$ cat config.mk
export PLATFORM = sky130hd
export DESIGN_NAME = pgp_signature_packet_parser
export DESIGN_NICKNAME = d
export VERILOG_FILES = /design/src/sv/pgpsig_pkg.sv /design/src/sv/pgpsig_parser.sv /design/src/sv/pgp_signature_packet_parser.sv
export SDC_FILE = /design/constraint.sdc
export NUM_CORES = 2
export LEC_CHECK = 0
export BUFFER_PORTS_ARGS = -buffer_cell sky130_fd_sc_hd__buf_2
export CAP_MARGIN = 20
export CORE_ASPECT_RATIO = 0.75
export CORE_MARGIN = 3
export CORE_UTILIZATION = 67
export DETAILED_ROUTE_END_ITERATION = 6
export PLACE_DENSITY_LB_ADDON = 0.3
export SLEW_MARGIN = 40
export SYNTH_ARGS = -nofsm -noshare
export SYNTH_HDL_FRONTEND = slang
export SYNTH_SLANG_ARGS = --single-unit
$ cat constraint.sdc
create_clock -name clk_i -period 19.95 [get_ports clk_i]
set_clock_uncertainty 0.1 [all_clocks]
set_input_delay 2.9925 -clock clk_i [delete_from_list [all_inputs] [get_ports clk_i]]
set_output_delay 2.9925 -clock clk_i [all_outputs]
set_load 0.05 [all_outputs]
$ cat src/sv/pgpsig_pkg.sv
// ----------------------------------------------------------------------------
// pgpsig_pkg
// Shared types and constants for the signature packet parser: the input and
// result words and the summary that the byte parser hands to the emitter.
// ----------------------------------------------------------------------------
package pgpsig_pkg;

  // default largest fingerprint in bytes
  localparam int unsigned FprMaxDefault = 32;
  // most fingerprint words that are ever sent
  localparam int unsigned FprWordsMax = 4;

  // version bytes and the v3 marker
  localparam logic [7:0] VersionV3 = 8'd3;
  localparam logic [7:0] VersionV4 = 8'd4;
  localparam logic [7:0] V3Marker  = 8'd5;

  // subpacket length encodings
  localparam logic [7:0] LenTwoByte  = 8'd192;
  localparam logic [7:0] LenFiveByte = 8'd255;

  // subpacket kinds that are kept
  localparam logic [6:0] KindCreated = 7'd2;
  localparam logic [6:0] KindKeyId   = 7'd16;
  localparam logic [6:0] KindFpr     = 7'd33;

  // one input word
  typedef struct packed {
    logic [7:0] data_byte;
    logic       last_byte;
  } in_item_t;

  // one result word
  typedef struct packed {
    logic        status;
    logic [7:0]  version;
    logic [7:0]  sig_type;
    logic [7:0]  key_algorithm;
    logic [7:0]  hash_alg;
    logic [31:0] created;
    logic        has_key_id;
    logic [63:0] key_id;
    logic [5:0]  fingerprint_len;
    logic [2:0]  word_index;
    logic [63:0] fingerprint_word;
    logic        last;
  } out_item_t;

  // packet summary at the final byte
  typedef struct packed {
    logic        status;
    logic [31:0] header;
    logic [31:0] created;
    logic        has_key_id;
    logic [63:0] key_id;
    logic [5:0]  fpr_len;
  } summary_t;

endpackage

$ cat src/sv/pgpsig_parser.sv
// ----------------------------------------------------------------------------
// pgpsig_parser
// Byte-wise parse of a signature packet body: v3 fixed layout or v4 header
// and subpacket areas. Gives the packet summary and masked fingerprint bytes
// as seen after the current byte.
// ----------------------------------------------------------------------------
module pgpsig_parser import pgpsig_pkg::*; #(
  parameter int unsigned FPR_MAX = FprMaxDefault,
  parameter int unsigned FprStore = (FPR_MAX < 32) ? FPR_MAX : 32
) (
  input  logic                     clk_i,
  input  logic                     rst_ni,
  input  logic                     byte_fire_i,
  input  in_item_t                 in_item_i,
  output summary_t                 summary_o,
  output logic [FprStore-1:0][7:0] fpr_bytes_o
);

  localparam int unsigned FprLenW = $clog2(FPR_MAX + 1);

  typedef enum logic [3:0] {
    PH_VERSION, PH_V3, PH_V4, PH_LEN1, PH_LEN2, PH_LEN4,
    PH_KIND, PH_BODY, PH_UNHLEN, PH_DONE
  } phase_e;

  phase_e               phase_q, phase_d;
  logic [4:0]           pos_q, pos_d;
  logic [15:0]          area_q, area_d;
  logic [31:0]          acc_q, acc_d;
  logic [15:0]          sprem_q, sprem_d;
  logic [6:0]           kind_q, kind_d;
  logic                 aband_q, aband_d;
  logic                 unh_q, unh_d;
  logic                 malf_q, malf_d;
  logic [31:0]          header_q, header_d;
  logic [31:0]          created_q, created_d;
  logic [63:0]          keyid_q, keyid_d;
  logic                 keyok_q, keyok_d;
  logic [FprLenW-1:0]   fprlen_q, fprlen_d;
  logic [FprStore-1:0][7:0] store_q, store_d;

  logic [7:0]  b;
  logic [15:0] area_dec;
  logic [15:0] area_new;
  logic [15:0] sp_dec;
  logic [31:0] sub_len;
  logic        sub_start;
  logic [15:0] len2;
  logic [31:0] acc_shift;
  logic [6:0]  kind_in;
  logic [31:0] fidx;
  logic        enter;
  logic        enter_unh;
  logic        err;

  assign b = in_item_i.data_byte;

  // next parse state for the current byte
  always_comb begin
    phase_d   = phase_q;
    pos_d     = pos_q;
    area_d    = area_q;
    acc_d     = acc_q;
    sprem_d   = sprem_q;
    kind_d    = kind_q;
    aband_d   = aband_q;
    unh_d     = unh_q;
    malf_d    = malf_q;
    header_d  = header_q;
    created_d = created_q;
    keyid_d   = keyid_q;
    keyok_d   = keyok_q;
    fprlen_d  = fprlen_q;
    store_d   = store_q;
    area_dec  = area_q - 16'd1;
    area_new  = area_q | {8'h00, b};
    sp_dec    = sprem_q - 16'd1;
    sub_len   = '0;
    sub_start = 1'b0;
    len2      = {acc_q[7:0] - LenTwoByte, 8'h00} + 16'(b) + 16'(LenTwoByte);
    acc_shift = {acc_q[23:0], b};
    kind_in   = b[6:0];
    fidx      = acc_q - 32'd1;
    enter     = 1'b0;
    enter_unh = 1'b0;

    if (pos_q != 5'h1f) begin
      pos_d = pos_q + 5'd1;
    end

    if (!malf_q) begin
      case (phase_q)
        PH_VERSION: begin
          header_d = {b, 24'h0};
          if (b == VersionV3) begin
            phase_d = PH_V3;
          end else if (b == VersionV4) begin
            phase_d = PH_V4;
          end else begin
            malf_d = 1'b1;
          end
        end
        PH_V3: begin
          if (pos_q == 5'd1) begin
            if (b != V3Marker) malf_d = 1'b1;
          end else if (pos_q == 5'd2) begin
            header_d[23:16] = b;
          end else if (pos_q <= 5'd6) begin
            created_d = {created_q[23:0], b};
          end else if (pos_q <= 5'd14) begin
            keyid_d = {keyid_q[55:0], b};
            if (pos_q == 5'd14) keyok_d = 1'b1;
          end else if (pos_q == 5'd15) begin
            header_d[15:8] = b;
          end else if (pos_q == 5'd16) begin
            header_d[7:0] = b;
          end else if (pos_q >= 5'd18) begin
            phase_d = PH_DONE;
          end
        end
        PH_V4: begin
          if (pos_q == 5'd1) begin
            header_d[23:16] = b;
          end else if (pos_q == 5'd2) begin
            header_d[15:8] = b;
          end else if (pos_q == 5'd3) begin
            header_d[7:0] = b;
          end else if (pos_q == 5'd4) begin
            area_d = {b, 8'h00};
          end else begin
            area_d = area_new;
            enter  = 1'b1;
          end
        end
        PH_UNHLEN: begin
          sprem_d = sp_dec;
          if (sp_dec == 16'd1) begin
            area_d = {b, 8'h00};
          end else begin
            area_d    = area_new;
            enter     = 1'b1;
            enter_unh = 1'b1;
          end
        end
        PH_DONE: begin
        end
        default: begin
          // subpacket area byte
          area_d = area_dec;
          if (!aband_q) begin
            case (phase_q)
              PH_LEN1: begin
                if (b < LenTwoByte) begin
                  sub_len   = 32'(b);
                  sub_start = 1'b1;
                end else if (b < LenFiveByte) begin
                  acc_d   = 32'(b);
                  phase_d = PH_LEN2;
                end else begin
                  acc_d   = '0;
                  sprem_d = 16'd4;
                  phase_d = PH_LEN4;
                end
              end
              PH_LEN2: begin
                sub_len   = 32'(len2);
                sub_start = 1'b1;
              end
              PH_LEN4: begin
                acc_d   = acc_shift;
                sprem_d = sp_dec;
                if (sp_dec == 16'd0) begin
                  sub_len   = acc_shift;
                  sub_start = 1'b1;
                end
              end
              PH_KIND: begin
                sprem_d = sp_dec;
                kind_d  = '0;
                if (kind_in == KindCreated && sp_dec >= 16'd4) begin
                  kind_d = kind_in;
                end else if (kind_in == KindKeyId && sp_dec >= 16'd8) begin
                  kind_d = kind_in;
                end else if (kind_in == KindFpr && sp_dec >= 16'd2 &&
                             32'(sp_dec) - 32'd1 <= 32'(FPR_MAX)) begin
                  kind_d   = kind_in;
                  fprlen_d = FprLenW'(sp_dec - 16'd1);
                end
                acc_d   = '0;
                phase_d = (sp_dec == 16'd0) ? PH_LEN1 : PH_BODY;
              end
              PH_BODY: begin
                if (kind_q == KindCreated && acc_q < 32'd4) begin
                  created_d = {created_q[23:0], b};
                end else if (kind_q == KindKeyId && acc_q < 32'd8) begin
                  keyid_d = {keyid_q[55:0], b};
                  if (acc_q == 32'd7) keyok_d = 1'b1;
                end else if (kind_q == KindFpr && acc_q >= 32'd1 &&
                             fidx < 32'(FprStore)) begin
                  for (int unsigned i = 0; i < FprStore; i++) begin
                    if (fidx == 32'(i)) store_d[i] = b;
                  end
                end
                acc_d   = acc_q + 32'd1;
                sprem_d = sp_dec;
                if (sp_dec == 16'd0) phase_d = PH_LEN1;
              end
              default: begin
              end
            endcase
            // start of a subpacket body, or give up on the area
            if (sub_start) begin
              if (sub_len == 32'd0 || sub_len > 32'(area_dec)) begin
                aband_d = 1'b1;
              end else begin
                sprem_d = sub_len[15:0];
                phase_d = PH_KIND;
              end
            end
          end
          // end of the area
          if (area_dec == 16'd0) begin
            if (unh_q) begin
              phase_d = PH_DONE;
            end else begin
              phase_d = PH_UNHLEN;
              sprem_d = 16'd2;
            end
          end
        end
      endcase

      // entry into a subpacket area
      if (enter) begin
        unh_d   = enter_unh;
        aband_d = 1'b0;
        phase_d = PH_LEN1;
        if (area_new == 16'd0) begin
          if (enter_unh) begin
            phase_d = PH_DONE;
          end else begin
            phase_d = PH_UNHLEN;
            sprem_d = 16'd2;
          end
        end
      end
    end
  end

  // summary as seen after this byte
  assign err = malf_d || (phase_d != PH_DONE);

  always_comb begin
    summary_o = '0;
    summary_o.status = err;
    if (!err) begin
      summary_o.header     = header_d;
      summary_o.created    = created_d;
      summary_o.has_key_id = keyok_d;
      summary_o.key_id     = keyid_d;
      summary_o.fpr_len    = 6'(fprlen_d);
    end
    for (int unsigned i = 0; i < FprStore; i++) begin
      fpr_bytes_o[i] = (!err && i < 32'(fprlen_d)) ? store_d[i] : 8'h00;
    end
  end

  // control state, cleared after each final byte
  always_ff @(posedge clk_i or negedge rst_ni) begin
    if (!rst_ni) begin
      phase_q   <= PH_VERSION;
      pos_q     <= '0;
      area_q    <= '0;
      acc_q     <= '0;
      sprem_q   <= '0;
      kind_q    <= '0;
      aband_q   <= 1'b0;
      unh_q     <= 1'b0;
      malf_q    <= 1'b0;
      header_q  <= '0;
      created_q <= '0;
      keyid_q   <= '0;
      keyok_q   <= 1'b0;
      fprlen_q  <= '0;
    end else if (byte_fire_i) begin
      if (in_item_i.last_byte) begin
        phase_q   <= PH_VERSION;
        pos_q     <= '0;
        area_q    <= '0;
        acc_q     <= '0;
        sprem_q   <= '0;
        kind_q    <= '0;
        aband_q   <= 1'b0;
        unh_q     <= 1'b0;
        malf_q    <= 1'b0;
        header_q  <= '0;
        created_q <= '0;
        keyid_q   <= '0;
        keyok_q   <= 1'b0;
        fprlen_q  <= '0;
      end else begin
        phase_q   <= phase_d;
        pos_q     <= pos_d;
        area_q    <= area_d;
        acc_q     <= acc_d;
        sprem_q   <= sprem_d;
        kind_q    <= kind_d;
        aband_q   <= aband_d;
        unh_q     <= unh_d;
        malf_q    <= malf_d;
        header_q  <= header_d;
        created_q <= created_d;
        keyid_q   <= keyid_d;
        keyok_q   <= keyok_d;
        fprlen_q  <= fprlen_d;
      end
    end
  end

  // fingerprint byte store
  always_ff @(posedge clk_i) begin
    if (byte_fire_i) begin
      store_q <= store_d;
    end
  end

endmodule

$ cat src/sv/pgp_signature_packet_parser.sv
// ----------------------------------------------------------------------------
// pgp_signature_packet_parser
// Signature packet body parser: one body byte per word in, a summary word and
// (if the packet parses) the fingerprint words out after the final byte.
// ----------------------------------------------------------------------------
// Output: the summary word is valid in the cycle after the final byte is taken.
// Throughput: one body byte per cycle; a final byte waits only while the
// previous packet's result words are still being sent (one per ready cycle).
// Reset: asynchronous, active low; clears parse state and the output queue.
module pgp_signature_packet_parser import pgpsig_pkg::*; #(
  parameter int unsigned FPR_MAX = FprMaxDefault
) (
  input  logic      clk_i,
  input  logic      rst_ni,
  input  logic      in_valid_i,
  output logic      in_ready_o,
  input  in_item_t  in_item_i,
  output logic      out_valid_o,
  input  logic      out_ready_i,
  output out_item_t out_item_o
);

  localparam int unsigned FprStore = (FPR_MAX < 32) ? FPR_MAX : 32;
  localparam int unsigned FprWords =
    ((FPR_MAX + 7) / 8 > FprWordsMax) ? FprWordsMax : (FPR_MAX + 7) / 8;
  localparam int unsigned PadBytes = FprWords * 8;

  summary_t                 summary;
  logic [FprStore-1:0][7:0] fpr_bytes;

  logic                     snap_valid_q, snap_valid_d;
  logic [2:0]               idx_q, idx_d;
  summary_t                 snap_sum_q;
  logic [FprStore-1:0][7:0] snap_fpr_q;
  logic [PadBytes-1:0][7:0] pad_bytes;

  logic in_fire;
  logic out_fire;
  logic out_last;
  logic final_fire;

  // byte parser
  pgpsig_parser #(
    .FPR_MAX  (FPR_MAX),
    .FprStore (FprStore)
  ) u_parser (
    .clk_i       (clk_i),
    .rst_ni      (rst_ni),
    .byte_fire_i (in_fire),
    .in_item_i   (in_item_i),
    .summary_o   (summary),
    .fpr_bytes_o (fpr_bytes)
  );

  // handshakes
  assign out_last   = snap_sum_q.status || (idx_q == 3'(FprWords));
  assign out_fire   = out_valid_o && out_ready_i;
  assign in_ready_o = !in_item_i.last_byte || !snap_valid_q || (out_ready_i && out_last);
  assign in_fire    = in_valid_i && in_ready_o;
  assign final_fire = in_fire && in_item_i.last_byte;

  // result queue control
  always_comb begin
    snap_valid_d = snap_valid_q;
    idx_d        = idx_q;
    if (out_fire) begin
      if (out_last) begin
        snap_valid_d = 1'b0;
      end else begin
        idx_d = idx_q + 3'd1;
      end
    end
    if (final_fire) begin
      snap_valid_d = 1'b1;
      idx_d        = '0;
    end
  end

  always_ff @(posedge clk_i or negedge rst_ni) begin
    if (!rst_ni) begin
      snap_valid_q <= 1'b0;
      idx_q        <= '0;
    end else begin
      snap_valid_q <= snap_valid_d;
      idx_q        <= idx_d;
    end
  end

  // result payload held for the packet
  always_ff @(posedge clk_i) begin
    if (final_fire) begin
      snap_sum_q <= summary;
      snap_fpr_q <= fpr_bytes;
    end
  end

  // fingerprint bytes padded to whole words
  always_comb begin
    for (int unsigned i = 0; i < PadBytes; i++) begin
      pad_bytes[i] = (i < FprStore) ? snap_fpr_q[i] : 8'h00;
    end
  end

  // result word select
  always_comb begin
    out_item_o = '0;
    if (idx_q == 3'd0) begin
      out_item_o.status          = snap_sum_q.status;
      out_item_o.version         = snap_sum_q.header[31:24];
      out_item_o.sig_type        = snap_sum_q.header[23:16];
      out_item_o.key_algorithm   = snap_sum_q.header[15:8];
      out_item_o.hash_alg        = snap_sum_q.header[7:0];
      out_item_o.created         = snap_sum_q.created;
      out_item_o.has_key_id      = snap_sum_q.has_key_id;
      out_item_o.key_id          = snap_sum_q.key_id;
      out_item_o.fingerprint_len = snap_sum_q.fpr_len;
    end else begin
      out_item_o.word_index = idx_q;
      for (int unsigned k = 0; k < FprWords; k++) begin
        if (idx_q == 3'(k + 1)) begin
          for (int unsigned j = 0; j < 8; j++) begin
            out_item_o.fingerprint_word[63 - 8*j -: 8] = pad_bytes[k*8 + j];
          end
        end
      end
    end
    out_item_o.last = out_last;
  end

  assign out_valid_o = snap_valid_q;

endmodule

==> out/qor.csv <==
stage,metric,value,unit
place,io_buffers,218,
place,place_inst,5417,
clocking,cts_sinks,870,
route,route.detailed.drc,4,
timing,max_freq,111,MHz
floorplan,io-pin-count,219,
floorplan,start_util,0.682,
synth,yosysWarningCount,0,
synth,synth_cells,4554,
global_route,overflow,0,
route,avgViaCountPerCell,6.86,
clocking,cts_max_level,3,
finish,instances_no_fill,5567,
min_path,hold_path_class,register to register,
timing,finalWorstSetupSlack,10.93,ns
job,maxCapViolations,0,
route,num_vias,38196,
synth,yosysTopAreaCell,edfxtp_1,
finish,finalInstanceArea,0.0514,sq mm
finish,final_nets,4629,
global_route,antenna_found_initial,4,
clocking,clk_pin_slew,0.06,ns
timing,relSlewSlack,0.404,
place,post-dp-hpwl,83400,microns
worst_setup_path,setup.worst_path.end_class,register,
synth,synthDominantCellAreaShare,0.414,
clocking,cts_hold_buf,0,
clocking,root_buffer,clkbuf_16,
global_route,grt_pass1_wl,210000,microns
synth,synth.avg_cell_area,10.3,sq um
timing,final_hold_viol_count,0,
synth,async_flop_share,0.255,
route,post_drt_wl_per_cell,24.6,microns
clocking,insertion_delay,0.65,ns
worst_setup_path,startpoint_type,input pin,
floorplan,die_y,235,microns
finish,n_antenna_cell,0,
timing,min_period_over_period,0.452,
clocking,numCtsBuffers,82,
synth,seq_area_frac_synth,0.532,
finish,layout_common_cells,"edfxtp_1, nor2_1, nand2_1",
global_route,grtUsageTotal,0.362,
worst_setup_path,worstPathMaxFanout,115,
finish,drive_above_1_share,0.183,
timing,rsz0062_at_grt,false,
timing,slew_violations,0,
route,drtAntennaViolNets,0,
place,preCtsSetupSlack,10.39,ns
synth,synth_ff_type,edfxtp_1,
finish,syn2layout_area_growth,9.24,%
synth,synth-edff-count,648,
global_route,grt_pass1_vias,35441,
synth,synth_area,0.0470,sq mm
place,gp_congestion,1.02,
timing,setup_viol,0,
clocking,cts.repair.resized,0,
synth,ys_types,96,
finish,final_common_cell,edfxtp_1,
power,p_leak,18.7,nW
floorplan,core,0.0690,sq mm
timing,setup_tns,0,ns
worst_setup_path,cp_data_required_time,20.21,ns
synth,ys_seq_elements,870,
clocking,postCtsSetupRepairBufs,0,
timing,tightest_slew,0.894,ns
status,status,"finished, violations left",
synth,syn_nets,4614,
floorplan,row_count,83,
timing,layout_min_cycle_time,9.02,ns
status,violations,DRC,
power,vdd_drop_max,0.0000706,V
global_route,grt_max_degree,130,
clocking,clockBufferDepth,3,
synth,synthTopCellsByArea,"edfxtp_1, dfrtp_1, mux2_2",
route,drt_first_pass_iters,7,
place,postPlaceCellArea,0.0487,sq mm
clocking,tritoncts,done,
route,wirelength,137000,microns
worst_setup_path,crit_type,input pin to register,
finish,utilization,0.745,
power,power_per_cell_area,111,mW/mm^2
worst_setup_path,cp.arrival,9.28,ns
floorplan,die_w,312,microns
floorplan,fp.dieArea,0.0735,sq mm
route,drt-initial-drc-count,6169,
-- cells in the mapped netlist (7+ instances only) --
cell type / instances
a211oi_1: 14
a21boi_0: 18
a21o_1: 26
a21oi_1: 200
a221oi_1: 84
a22o_1: 20
a22oi_1: 137
a31oi_1: 19
and2_1: 157
and3_1: 14
buf_1: 18
buf_2: 48
buf_4: 7
buf_6: 7
clkbuf_1: 279
dfrtp_1: 222
edfxtp_1: 648
ha_1: 47
inv_1: 36
mux2_2: 259
nand2_1: 447
nand2b_1: 15
nand3_1: 52
nand4_1: 30
nor2_1: 658
nor2b_1: 20
nor3_1: 136
nor3b_1: 190
nor3b_2: 78
nor4_1: 16
o21a_1: 11
o21ai_0: 327
o21ai_1: 8
o21ai_4: 9
o22a_1: 8
o22ai_1: 34
o31ai_1: 18
or2_2: 16
or3_1: 26
or4_1: 9
xnor2_1: 43
xor2_1: 18
-- kinds of logic after synthesis --
family                   count (synthesis)  share of synthesized area
flip-flops                             870                      0.532
AO/OA/AOI/OAI                         1001                      0.137
AND/OR/NAND/NOR                       1914                      0.209
adder cells (fa/ha/maj)                 47                     0.0125
XOR/XNOR                                61                     0.0114
buffers and inverters                  396                     0.0346
multiplexers                           265                     0.0633
-- layout make-up --
class	count	area, sq um
Tap cell	935	1170
Sequential cell	870	25000
Inverter	37	159
Multi-Input combinational cell	3288	20600
Timing Repair Buffer	290	1840
Clock inverter	40	340
Fill cell	4561	17600
Clock buffer	107	2220
-- path summary, 6_finish.rpt --
kind	start	endpoint	slack [ns]	cells past startpoint
min in group asynchronous	rst_ni	u_parser.header_q[9]	2.23	1
min	u_parser.header_q[25]	u_parser.header_q[25]	0.38	2
max	in_item_i[7]	pad_bytes[150]	10.93	21
max reg2reg	u_parser.sprem_q[0]	pad_bytes[150]	11.49	24
max in group asynchronous	rst_ni	u_parser.keyid_q[18]	16.18	4
min reg2reg	u_parser.header_q[25]	u_parser.header_q[25]	0.38	2
-- worst max-delay path, cell delays in order --
cell      delay, ns
buf_2          0.09
buf_4          0.62
inv_1          0.26
ha_1           0.35
nand4b_1       0.25
nor2_1         0.22
nand2_1        0.07
a31oi_1        0.31
ha_1           0.30
and4_1         0.18
and3_1         0.19
a211oi_1       0.28
or2_2          0.18
o21ai_1        0.07
nor3b_1        0.30
a31o_2         0.22
or4_4          0.53
buf_6          0.61
buf_12         0.42
buf_16         0.43
nor3b_1        0.13
-- stage by stage --
step	total power, mW	hold slack, ns
after floorplan	3.66	0.344
after CTS	5.63	0.382
after detailed placement	4.12	0.370
final	5.71	0.381
after global routing	5.94	0.409
after global placement	4.07	0.363
-- metal layers --
metal | vias up | GRT usage | wire, microns
li1 | 16648 | - | -
met1 | 18452 | 0.547 | 55100
met2 | 2708 | 0.515 | 58900
met3 | 386 | 0.0912 | 17800
met4 | 2 | 0.121 | 4860
met5 | - | 0 | 13
-- sequential cells by signal (all words and copies together), names as in the netlist --
| register | count |
|---|---|
| pad_bytes | 256 |
| u_parser.store_q | 256 |
| snap_sum_q | 136 |
| u_parser.keyid_q | 64 |
| u_parser.acc_q | 32 |
| u_parser.created_q | 32 |
| u_parser.header_q | 32 |
| u_parser.area_q | 16 |
| u_parser.sprem_q | 16 |
| u_parser.kind_q | 7 |
| u_parser.fprlen_q | 6 |
| u_parser.pos_q | 5 |
| u_parser.phase_q | 4 |
| idx_q | 3 |
| out_valid_o | 1 |
| u_parser.aband_q | 1 |
| u_parser.keyok_q | 1 |
| u_parser.malf_q | 1 |
| u_parser.unh_q | 1 |
-- power breakdown --
group / total (mW) / internal [mW] / switching, mW
clock: 1.52 / 0.839 / 0.686
sequential: 2.36 / 2.14 / 0.219
combinational: 1.83 / 0.585 / 1.25
Power figures use the tool's default switching activity.
